$ cat src/hdl/lkv_pkg.sv
`timescale 1ns / 1ps
// ----------------------------------------------------------------------------
// lkv_pkg: shared types and codes
// Item formats, operation and status codes and sequencer states of the
// linear key/value table.
// ----------------------------------------------------------------------------
package lkv_pkg;

   localparam int KEY_W   = 32;
   localparam int VALUE_W = 32;
   localparam int COUNT_W = 6;

   // operation kinds
   localparam logic [2:0] KIND_GET    = 3'd0;
   localparam logic [2:0] KIND_PUT    = 3'd1;
   localparam logic [2:0] KIND_DELETE = 3'd2;
   localparam logic [2:0] KIND_CLEAR  = 3'd3;
   localparam logic [2:0] KIND_LIST   = 3'd4;

   // result status codes
   localparam logic [1:0] STATUS_OK        = 2'd0;
   localparam logic [1:0] STATUS_NOT_FOUND = 2'd1;
   localparam logic [1:0] STATUS_FULL      = 2'd2;
   localparam logic [1:0] STATUS_REPLACED  = 2'd3;

   typedef struct packed {
      logic [2:0]         kind;
      logic [KEY_W-1:0]   key;
      logic [VALUE_W-1:0] value;
   } req_type;

   typedef struct packed {
      logic [1:0]         status;
      logic [KEY_W-1:0]   key_out;
      logic [VALUE_W-1:0] value_out;
      logic [COUNT_W-1:0] count;
      logic               last;
   } rsp_type;

   typedef enum logic [2:0] {
      ST_IDLE,
      ST_SCAN,
      ST_SHIFT,
      ST_LIST,
      ST_RESP
   } seq_state_type;

endpackage

$ cat src/hdl/linear_key_value_table.sv
`timescale 1ns / 1ps
// ----------------------------------------------------------------------------
// linear_key_value_table: insertion-ordered key/value table
// Usage:
//   req_*  input items (kind, key, value); accepted when req_valid is high
//          and req_stall is low. req_stall is high while an item is in work.
//   rsp_*  result items from an output register; taken when rsp_valid is
//          high and rsp_stall is low. List gives one item per stored pair (one
//          if none), every other kind exactly one; last marks the final one.
// Operation:
//   get/put   one shared key comparator checks one entry per cycle from memory.
//   delete    search plus shift-down, one entry per cycle through the single
//             memory port pair.
//   clear     empties the table. list: the first pair, then one per cycle
//             while the receiver does not stall.
//   The next item is accepted in the cycle after the last result leaves the
//   sequencer.
// Reset clears the pair count and all valid flags; memory contents are left
//   as they are, entries beyond the count are never read.
// A stalled receiver holds the output register; the sequencer waits in
//   place until the register frees, without losing or repeating items.
// ----------------------------------------------------------------------------
module linear_key_value_table
   import lkv_pkg::*;
#(
   parameter int CAPACITY = 32,
   parameter int KEY_BITS = 32
) (
   input  logic    clock,
   input  logic    reset,
   input  logic    req_valid,
   output logic    req_stall,
   input  req_type req_data,
   output logic    rsp_valid,
   input  logic    rsp_stall,
   output rsp_type rsp_data
);

   // stored key width: keys are masked to KEY_BITS, and never wider than the field
   localparam int KW = (KEY_BITS < KEY_W) ? KEY_BITS : KEY_W;
   localparam int MW = KW + VALUE_W;
   localparam int IW = $clog2(CAPACITY);

   logic          req_ready;
   logic          res_valid;
   logic          res_ready;
   rsp_type       res_data;

   logic          mem_wr_en;
   logic [IW-1:0] mem_wr_addr;
   logic [MW-1:0] mem_wr_data;
   logic          mem_rd_en;
   logic [IW-1:0] mem_rd_addr;
   logic [MW-1:0] mem_rd_data;

   // output register
   logic    rsp_valid_ff, rsp_valid_in;
   rsp_type rsp_ff, rsp_in;

   lkv_seq #(
      .CAPACITY (CAPACITY),
      .KEY_BITS (KEY_BITS)
   ) u_seq (
      .clock       (clock),
      .reset       (reset),
      .req_valid   (req_valid),
      .req_ready   (req_ready),
      .req_data    (req_data),
      .res_valid   (res_valid),
      .res_ready   (res_ready),
      .res_data    (res_data),
      .mem_wr_en   (mem_wr_en),
      .mem_wr_addr (mem_wr_addr),
      .mem_wr_data (mem_wr_data),
      .mem_rd_en   (mem_rd_en),
      .mem_rd_addr (mem_rd_addr),
      .mem_rd_data (mem_rd_data)
   );

   // key and value of each pair side by side in one word
   lkv_mem #(
      .DEPTH (CAPACITY),
      .WIDTH (MW)
   ) u_mem (
      .clock   (clock),
      .wr_en   (mem_wr_en),
      .wr_addr (mem_wr_addr),
      .wr_data (mem_wr_data),
      .rd_en   (mem_rd_en),
      .rd_addr (mem_rd_addr),
      .rd_data (mem_rd_data)
   );

   assign req_stall = !req_ready;

   // register is free when empty or being drained this cycle
   assign res_ready = !rsp_valid_ff || !rsp_stall;

   always_comb begin
      rsp_valid_in = rsp_valid_ff;
      rsp_in       = rsp_ff;
      if (res_valid && res_ready) begin
         rsp_valid_in = 1'b1;
         rsp_in       = res_data;
      end else if (!rsp_stall) begin
         rsp_valid_in = 1'b0;
      end
   end

   always_ff @(posedge clock) begin
      if (reset) begin
         rsp_valid_ff <= 1'b0;
      end else begin
         rsp_valid_ff <= rsp_valid_in;
      end
   end

   always_ff @(posedge clock) begin
      rsp_ff <= rsp_in;
   end

   assign rsp_valid = rsp_valid_ff;
   assign rsp_data  = rsp_ff;

endmodule

$ cat src/hdl/lkv_mem.sv
`timescale 1ns / 1ps
// ----------------------------------------------------------------------------
// lkv_mem: pair storage
// One write port, one read port with registered read data that holds
// while no read is issued.
// ----------------------------------------------------------------------------
module lkv_mem #(
   parameter int DEPTH = 32,
   parameter int WIDTH = 64
) (
   input  logic                     clock,
   input  logic                     wr_en,
   input  logic [$clog2(DEPTH)-1:0] wr_addr,
   input  logic [WIDTH-1:0]         wr_data,
   input  logic                     rd_en,
   input  logic [$clog2(DEPTH)-1:0] rd_addr,
   output logic [WIDTH-1:0]         rd_data
);

   logic [WIDTH-1:0] mem_ff [DEPTH];
   logic [WIDTH-1:0] rd_data_ff;

   always_ff @(posedge clock) begin
      if (wr_en) begin
         mem_ff[wr_addr] <= wr_data;
      end
   end

   always_ff @(posedge clock) begin
      if (rd_en) begin
         rd_data_ff <= mem_ff[rd_addr];
      end
   end

   assign rd_data = rd_data_ff;

endmodule

$ cat src/hdl/lkv_seq.sv
`timescale 1ns / 1ps
// ----------------------------------------------------------------------------
// lkv_seq: table sequencer
// Walks the pair memory one entry a cycle via one key comparator: search,
// in-place update, append, shift-down on delete, listing as results are taken.
// ----------------------------------------------------------------------------
module lkv_seq
   import lkv_pkg::*;
#(
   parameter int CAPACITY = 32,
   parameter int KEY_BITS = 32
) (
   input  logic                                                  clock,
   input  logic                                                  reset,
   input  logic                                                  req_valid,
   output logic                                                  req_ready,
   input  req_type                                               req_data,
   output logic                                                  res_valid,
   input  logic                                                  res_ready,
   output rsp_type                                               res_data,
   output logic                                                  mem_wr_en,
   output logic [$clog2(CAPACITY)-1:0]                           mem_wr_addr,
   output logic [((KEY_BITS < KEY_W) ? KEY_BITS : KEY_W)+VALUE_W-1:0] mem_wr_data,
   output logic                                                  mem_rd_en,
   output logic [$clog2(CAPACITY)-1:0]                           mem_rd_addr,
   input  logic [((KEY_BITS < KEY_W) ? KEY_BITS : KEY_W)+VALUE_W-1:0] mem_rd_data
);

   localparam int KW = (KEY_BITS < KEY_W) ? KEY_BITS : KEY_W;
   localparam int IW = $clog2(CAPACITY);
   localparam int CW = $clog2(CAPACITY + 1);

   function automatic logic [KEY_W-1:0] key_ext(input logic [KW-1:0] k);
      logic [KW+KEY_W-1:0] w;
      w = {{KEY_W{1'b0}}, k};
      return w[KEY_W-1:0];
   endfunction

   function automatic logic [COUNT_W-1:0] cnt_ext(input logic [CW-1:0] c);
      logic [CW+COUNT_W-1:0] w;
      w = {{COUNT_W{1'b0}}, c};
      return w[COUNT_W-1:0];
   endfunction

   seq_state_type state_ff, state_in;
   req_type       item_ff, item_in;
   rsp_type       res_ff, res_in;
   logic [CW-1:0] cnt_ff, cnt_in;
   logic [CW-1:0] rd_ptr_ff, rd_ptr_in;
   logic          rd_vld_ff, rd_vld_in;
   logic [IW-1:0] rd_idx_ff, rd_idx_in;

   logic [KW-1:0]      item_key;
   logic [KW-1:0]      req_key;
   logic [KW-1:0]      q_key;
   logic [VALUE_W-1:0] q_val;
   logic               hit;
   logic               list_last;

   assign item_key  = item_ff.key[KW-1:0];
   assign req_key   = req_data.key[KW-1:0];
   assign q_key     = mem_rd_data[KW+VALUE_W-1:VALUE_W];
   assign q_val     = mem_rd_data[VALUE_W-1:0];
   assign hit       = rd_vld_ff && (q_key == item_key);
   assign list_last = (rd_ptr_ff + CW'(1)) == cnt_ff;

   always_ff @(posedge clock) begin
      if (reset) begin
         state_ff  <= ST_IDLE;
         cnt_ff    <= '0;
         rd_vld_ff <= 1'b0;
      end else begin
         state_ff  <= state_in;
         cnt_ff    <= cnt_in;
         rd_vld_ff <= rd_vld_in;
      end
   end

   always_ff @(posedge clock) begin
      item_ff   <= item_in;
      res_ff    <= res_in;
      rd_ptr_ff <= rd_ptr_in;
      rd_idx_ff <= rd_idx_in;
   end

   always_comb begin
      state_in    = state_ff;
      item_in     = item_ff;
      res_in      = res_ff;
      cnt_in      = cnt_ff;
      rd_ptr_in   = rd_ptr_ff;
      rd_vld_in   = rd_vld_ff;
      rd_idx_in   = rd_idx_ff;
      req_ready   = 1'b0;
      res_valid   = 1'b0;
      res_data    = res_ff;
      mem_wr_en   = 1'b0;
      mem_wr_addr = rd_idx_ff;
      mem_wr_data = {item_key, item_ff.value};
      mem_rd_en   = 1'b0;
      mem_rd_addr = rd_ptr_ff[IW-1:0];

      case (state_ff)
         ST_IDLE: begin
            req_ready = 1'b1;
            rd_vld_in = 1'b0;
            if (req_valid) begin
               item_in           = req_data;
               rd_ptr_in         = '0;
               res_in.key_out    = key_ext(req_key);
               res_in.value_out  = '0;
               res_in.count      = cnt_ext(cnt_ff);
               res_in.last       = 1'b1;
               res_in.status     = STATUS_NOT_FOUND;
               case (req_data.kind)
                  KIND_GET, KIND_PUT, KIND_DELETE: begin
                     state_in = ST_SCAN;
                  end
                  KIND_CLEAR: begin
                     res_in.status = STATUS_OK;
                     cnt_in        = '0;
                     state_in      = ST_RESP;
                  end
                  KIND_LIST: begin
                     if (cnt_ff == '0) begin
                        state_in = ST_RESP;
                     end else begin
                        mem_rd_en   = 1'b1;
                        mem_rd_addr = '0;
                        state_in    = ST_LIST;
                     end
                  end
                  default: begin
                     state_in = ST_RESP;
                  end
               endcase
            end
         end

         ST_SCAN: begin
            rd_vld_in = 1'b0;
            if (hit) begin
               case (item_ff.kind)
                  KIND_GET: begin
                     res_in.status    = STATUS_OK;
                     res_in.value_out = q_val;
                     state_in         = ST_RESP;
                  end
                  KIND_PUT: begin
                     mem_wr_en        = 1'b1;
                     mem_wr_addr      = rd_idx_ff;
                     res_in.status    = STATUS_REPLACED;
                     res_in.value_out = item_ff.value;
                     state_in         = ST_RESP;
                  end
                  default: begin
                     // delete: keep removed value, then close the gap
                     res_in.status    = STATUS_OK;
                     res_in.value_out = q_val;
                     rd_ptr_in        = CW'(rd_idx_ff) + CW'(1);
                     state_in         = ST_SHIFT;
                  end
               endcase
            end else if (rd_ptr_ff == cnt_ff) begin
               state_in = ST_RESP;
               if (item_ff.kind == KIND_PUT) begin
                  if (cnt_ff == CW'(CAPACITY)) begin
                     res_in.status = STATUS_FULL;
                  end else begin
                     mem_wr_en        = 1'b1;
                     mem_wr_addr      = cnt_ff[IW-1:0];
                     cnt_in           = cnt_ff + CW'(1);
                     res_in.status    = STATUS_OK;
                     res_in.value_out = item_ff.value;
                     res_in.count     = cnt_ext(cnt_ff + CW'(1));
                  end
               end
            end else begin
               mem_rd_en = 1'b1;
               rd_vld_in = 1'b1;
               rd_idx_in = rd_ptr_ff[IW-1:0];
               rd_ptr_in = rd_ptr_ff + CW'(1);
            end
         end

         ST_SHIFT: begin
            rd_vld_in = 1'b0;
            if (rd_vld_ff) begin
               mem_wr_en   = 1'b1;
               mem_wr_addr = rd_idx_ff - IW'(1);
               mem_wr_data = mem_rd_data;
            end
            if (rd_ptr_ff != cnt_ff) begin
               mem_rd_en = 1'b1;
               rd_vld_in = 1'b1;
               rd_idx_in = rd_ptr_ff[IW-1:0];
               rd_ptr_in = rd_ptr_ff + CW'(1);
            end else begin
               cnt_in       = cnt_ff - CW'(1);
               res_in.count = cnt_ext(cnt_ff - CW'(1));
               state_in     = ST_RESP;
            end
         end

         ST_LIST: begin
            res_valid          = 1'b1;
            res_data.status    = STATUS_OK;
            res_data.key_out   = key_ext(q_key);
            res_data.value_out = q_val;
            res_data.count     = cnt_ext(cnt_ff);
            res_data.last      = list_last;
            if (res_ready) begin
               if (list_last) begin
                  state_in = ST_IDLE;
               end else begin
                  rd_ptr_in   = rd_ptr_ff + CW'(1);
                  mem_rd_en   = 1'b1;
                  mem_rd_addr = rd_ptr_in[IW-1:0];
               end
            end
         end

         ST_RESP: begin
            res_valid = 1'b1;
            if (res_ready) begin
               state_in = ST_IDLE;
            end
         end

         default: begin
            state_in = ST_IDLE;
         end
      endcase
   end

endmodule
$ cat config.mk
export PLATFORM = sky130hd
export DESIGN_NAME = linear_key_value_table
export DESIGN_NICKNAME = d
export VERILOG_FILES = /design/src/hdl/lkv_pkg.sv /design/src/hdl/linear_key_value_table.sv /design/src/hdl/lkv_mem.sv /design/src/hdl/lkv_seq.sv
export SDC_FILE = /design/constraint.sdc
export NUM_CORES = 2
export LEC_CHECK = 0
export BUFFER_PORTS_ARGS = -buffer_cell sky130_fd_sc_hd__buf_4
export CAP_MARGIN = 20
export CORE_AREA = 8 8 396 591
export DETAILED_ROUTE_END_ITERATION = 7
export DIE_AREA = 0 0 404 599
export HOLD_SLACK_MARGIN = 0.03
export PLACE_DENSITY = 0.65
export REMOVE_ABC_BUFFERS = 1
export SYNTH_ARGS = -nofsm -noshare
export SYNTH_HDL_FRONTEND = slang
export SYNTH_HIERARCHICAL = 1
export SYNTH_SLANG_ARGS = --single-unit
$ cat constraint.sdc
create_clock -name clock -period 12.4 [get_ports clock]
set_input_delay 0 -clock clock [delete_from_list [all_inputs] [get_ports clock]]
set_output_delay 0 -clock clock [all_outputs]
set_load 0.05 [all_outputs]
* Word-level counts from Yosys, hierarchy flattened
Memory sizes are Yosys's and may differ from the RTL's. A register that Yosys moved wholly into a read port is not among the register bits. Cells that the tools add are included.
Storage, ports and cells: flip-flop bits (word level) 202, bits in writable memories 2048, input bits 71, output and inout bits 75, logic and storage cells 166, memories 1
Operators by class: add/sub/neg operators 5, eq/ne operators 33, multiplexer cells 85, reduce and logical (&&, ||, !) cells 25
Memories:
- u_mem.mem_ff | words 32, bits a word 64, rd ports 1, clocked after Yosys merged registers in 1, write ports 1, line lkv_mem.sv:20 | logic [WIDTH-1:0] mem_ff [DEPTH];
Operators with widths (count):
- 64-bit 2-to-1 mux | 2
- 38-bit 2-to-1 mux | 3
- 6-bit 2-to-1 mux | 15
- 73-bit 2-to-1 mux | 1
- 71-bit 2-to-1 mux | 1
- 5-bit 2-to-1 mux | 13
- 32-bit 2-to-1 mux | 2
- 32-bit one-hot mux with 2 select lines | 1
- 6-bit one-hot mux with 3 select lines | 2
- 32-bit equality test | 1
- 5-bit one-hot mux with 2 select lines | 3
- 3-bit 2-to-1 mux | 9
- 6-bit one-hot mux with 4 select lines | 1
- 1-bit 2-to-1 mux | 21
- 2-bit != test (second input constant) | 9
- 3-bit one-hot mux with 5 select lines | 1
- 7-bit AND reduction | 2
- 6-bit by 1-bit adder with 6-bit output (second input constant) | 2
- 3-bit by 2-bit equality test with 1-bit output (second input constant) | 4
- 6-bit equality test | 2
- 2-bit 2-to-1 mux | 5
- 2-bit by 1-bit != test with 1-bit output (second input constant) | 5
- 3-bit by 1-bit equality test with 1-bit output (second input constant) | 3
- 3-bit zero test | 3
- 28 further kinds | 37

* Depth between registers and ports, before layout
depth in word-level cells 8, depth in mapped cells 18, gate-level depth less buffers 12

* Hierarchy
The synthesis kept the hierarchy.
By module, submodules not included:
- lkv_mem | instances 1, cells an instance 3096, area each 79605.1 um^2, sequential area each 63420.8 um^2
- lkv_seq | instances 1, cells an instance 833, area each 7767.4 um^2, sequential area each 3743.6 um^2
- linear_key_value_table | instances 1, cells an instance 79, area each 2234.6 um^2, sequential area each 2212.1 um^2

* Worst setup path after synthesis
Ideal clock, no wire load.
path kind reg2reg, start point reg, netlist name u_seq/res_ff[63], end point mem u_mem.mem_ff[17][0], enable pin, library setup time 0.487 ns, arrival 5.233 ns, required time 11.913 ns, setup slack 6.680 ns, stages on the path, launching flop included 11, buffers on the path 2, period minus slack after synthesis 5.720 ns, path through edfxtp_1 > xnor2_1 > nand4_1 > nor4b_1 > nand4_1 > buf_2 > and3_1 > buf_2 > o21ai_0 > or3b_2 > nor2_1
RTL lines (line):
- to (decl) | lkv_mem.sv:20

* Worst setup path after layout
start point reg u_seq.state_ff[0], end point reg u_mem.rd_data_ff[23] (netlist: u_mem/rd_data[23]) (read register of u_mem.mem_ff), data pin
Between the ends: longest elaborated chain between the ends 2, elaborated cells between the ends (all ways) 6, classes of those cells 3 x eq/ne; 2 x mux; 1 x reduce/logical
Ends and longest elaborated chain:
- from (decl) | line lkv_seq.sv:45 | seq_state_type state_ff, state_in;
- from (signal assigned) | line lkv_seq.sv:73 | state_ff <= state_in;
- 3-bit by 2-bit equality test with 1-bit output / 3-bit zero test (equally long branches) | line lkv_seq.sv:103 | case (state_ff)
- 5-bit one-hot mux with 2 select lines (*) | line lkv_seq.sv:103
- via mem_rd_addr[0] | line linear_key_value_table.sv:53 | logic [IW-1:0] mem_rd_addr;
- to (decl) | line lkv_mem.sv:21 | logic [WIDTH-1:0] rd_data_ff;
Mark *: on every way through the listed nets, which the timed path passes. The rest lies on a longest branch. A chain may end at the register's enable or synchronous reset.

==> reports/results.ini <==
[route]
ant_nets = 0
routed_wl_um = 231000
drtIter0Drc = 4725
routedWlPerCell_um = 30.5
via_count = 43100
drt_first_pass_iters = 6
drc_errors = 0
viasPerCell = 5.68

[logic_synthesis]
yosysWarningCount = 6
synth-compound-area-share_pct = 1.16
netlist_instances = 4008
synth_xor_area_share_pct = 0.524
synthSimpleGateAreaFrac_pct = 2.26
synthAdderAreaFrac_pct = 0.0698
yosysSeqAreaShare_pct = 77.4
synth.ff_latch_count = 2314
netlist_area_um2 = 89600
synthMuxAreaShare_pct = 17.4
syn_avg_cell_area_um2 = 22.4
netlist-cell-type-count = 65
synth_edf_count = 2303
synth_top_family_by_area = multiplexers
synth_flop_cell = edfxtp_1
async_flop_share_pct = 0

[timing]
max_freq_ghz = 0.151
period_share_pct = 53.5
skew_ns = 0.0597
setup_viol = 0
tns_ns = 0
worst-slew-pin-transition_ns = 1.16
fin_crit_ns = 6.64
holdWs_ns = 0.162
rsz0062_at_grt = false
relSlewSlack_pct = 22.8
final.setup.worst_slack_ns = 5.76
slew_violations = 0
hold_viol_final = 0

[global_routing]
antenna_found_initial = 10
grt-ovfl-total = 0
grtUsageTotal_pct = 18.7
grt_pass1_vias = 44100
grt_pass1_wl_um = 329000
grt_max_degree = 149

[placement]
routabilityCongestion = 0.807
dp.cells = 7067
place_area_um2 = 94700
io_buffers = 145
post-place-ws_ns = 5.63
dp_hpwl_um = 122000

[clocking]
cts_tree = built
clock_path_buffers = 4
htree_levels = 4
post-cts-setup-buffers = 0
cts_buffers = 201
cts_sinks = 2314
clk_pin_slew_worst_paths_ns = 0.07
cts_root_buffer = clkbuf_16
insertion_delay_ns = 0.85

[finish]
area_growth_pct = 14.8
nets = 4468
final-seq-area_um2 = 69400
stdcell_count = 7580
utilization_pct = 45.6
multiInputGateArea_um2 = 19600
drive_gt1_share_pct = 29.9
fill_cells = 18600
fin_area_um2 = 103000

[setup_path]
cp_max_fo = 66
critPathRequiredTime_ns = 12.98
critical_path_class = reg -> reg
critPathArrivalTime_ns = 7.22
end_kind = flop
startpoint_type = flop

[power]
switchingPower_mw = 7.04
clockPowerShare_pct = 27.5
power_frac_seq_pct = 43.2
switching_share_pct = 30.1
ir_drop_uv = 225
power.total_mw = 23.4
pwr-share-comb_pct = 29.4
internal_power_mw = 16.4
p_per_area_nw_per_um2 = 227
power_leakage_nw = 32.1

[floorplanning]
num_rows = 214
die_h_um = 599
num_io_pins = 146
die-area_um2 = 242000
coreArea_um2 = 225000
die_w_um = 404
start_util_pct = 39.7

[outcome]
status = complete, no violations

[worst_hold_path]
hold_class = in -> reg

[run]
max_cap_violations = 0

-- metal layers --
| layer | routed length (um) | share of wire [%] | GRT usage (%) |
|---|---|---|---|
| met5 | 0 | 0 | 0 |
| met4 | 8030 | 3.5 | 5.93 |
| met3 | 16000 | 6.9 | 2.57 |
| met2 | 118000 | 51 | 32.7 |
| met1 | 89200 | 39 | 24.3 |
-- timing repair --
action | CTS | global route
hold buffers | 140 | 0
resized for setup | 0 | 0
endpoints found under the hold margin | 88 | 0
-- cell families after synthesis --
family	after synthesis
muxes	788
xor gates and xnor gates	52
adders and majority gates	5
AOI/OAI and AO/OA	158
DFF	2314
and+or+nand+nor	466
buffers and inverters	225
-- synthesized netlist by cell type, types with 12 or more instances --
cell	n	area share, %
mux4_2	602	15
edfxtp_1	2303	77
nand3_1	12	0.067
o21ai_0	27	0.15
nor2_1	66	0.28
mux2i_1	42	0.47
xor2_1	14	0.14
nand2_1	300	1.3
xnor2_1	37	0.36
a21oi_1	49	0.27
buf_1	24	0.10
buf_4	15	0.13
nand4_1	13	0.091
o22ai_1	16	0.11
clkbuf_1	89	0.37
a221oi_1	15	0.15
mux2_2	144	1.8
buf_2	74	0.41
inv_1	15	0.063
and2_1	13	0.091
-- area by class of cell --
cell class,instances,area share [%]
antenna,5,0.0122
multi-input combinational,1469,19.0
timing repair buffer,389,3.37
clock buffer,233,5.09
tap,3024,3.68
inverter,17,0.0644
sequential,2314,67.4
clock inverter,129,1.36
-- power groups by stage --
stage	Sequential (mW)	Clock, mW	Combinational, mW
floorplan	10.4	0	7.09
global placement	10.3	0	6.84
detailed placement	10.3	0	6.90
CTS	10.1	6.54	6.96
global route	10.1	6.79	7.30
finish	10.1	6.43	6.88
-- sequential cells by signal, indices dropped and copies added, names as in the netlist --
signal and flops:
u_mem/mem_ff 2048, rsp_data 73, u_seq/res_ff 72, u_mem/rd_data 64, u_seq/item_ff 35, u_seq/cnt_ff 6, u_seq/rd_ptr_ff 6, u_seq/rd_idx_ff 5
u_seq/state_ff 3, rsp_valid 1, u_seq/rd_vld_ff 1
-- critical path: stages, from the launching register on --
cell and delay [ns]:
dfxtp_1 0.81, inv_1 0.32, nand2_1 0.22, inv_1 0.11, nand2_1 0.14, inv_4 0.33, nand3_1 0.30, nor2b_1 0.42
mux2_8 0.80, buf_4 0.75, buf_4 0.69, mux4_2 0.58, mux4_2 0.47, mux2_2 0.28
-- final timing paths --
kind | from | endpoint | slack (ns) | depth (start not counted)
max | u_seq/state_ff[0] | u_mem/rd_data[23] | 5.76 | 13
min | req_valid | u_seq/res_ff[71] | 0.16 | 4
max reg2reg | u_seq/state_ff[0] | u_mem/rd_data[23] | 5.76 | 13
min reg2reg | u_seq/res_ff[1] | rsp_data[1] | 0.53 | 2
-- cell usage in the layout (no fill, tap or decap), types with 13 or more instances in the layout --
cell type / netlist / layout
edfxtp_1: 2303 / 2303
mux4_2: 602 / 602
nand2_1: 300 / 296
buf_4: 15 / 237
clkbuf_16: 0 / 205
mux2_2: 144 / 143
dlygate4sd3_1: 0 / 140
a21oi_1: 49 / 47
clkinv_2: 0 / 46
mux2i_1: 42 / 42
xnor2_1: 37 / 37
nor2_1: 66 / 34
nor2_4: 0 / 32
clkinv_1: 0 / 31
bufinv_16: 0 / 29
clkbuf_1: 89 / 28
o21ai_0: 27 / 23
o22ai_1: 16 / 16
a221oi_1: 15 / 15
inv_1: 15 / 14
xor2_1: 14 / 14
clkinvlp_4: 0 / 13
nand4_1: 13 / 13
Note: power is estimated with default switching activity, not from simulation.
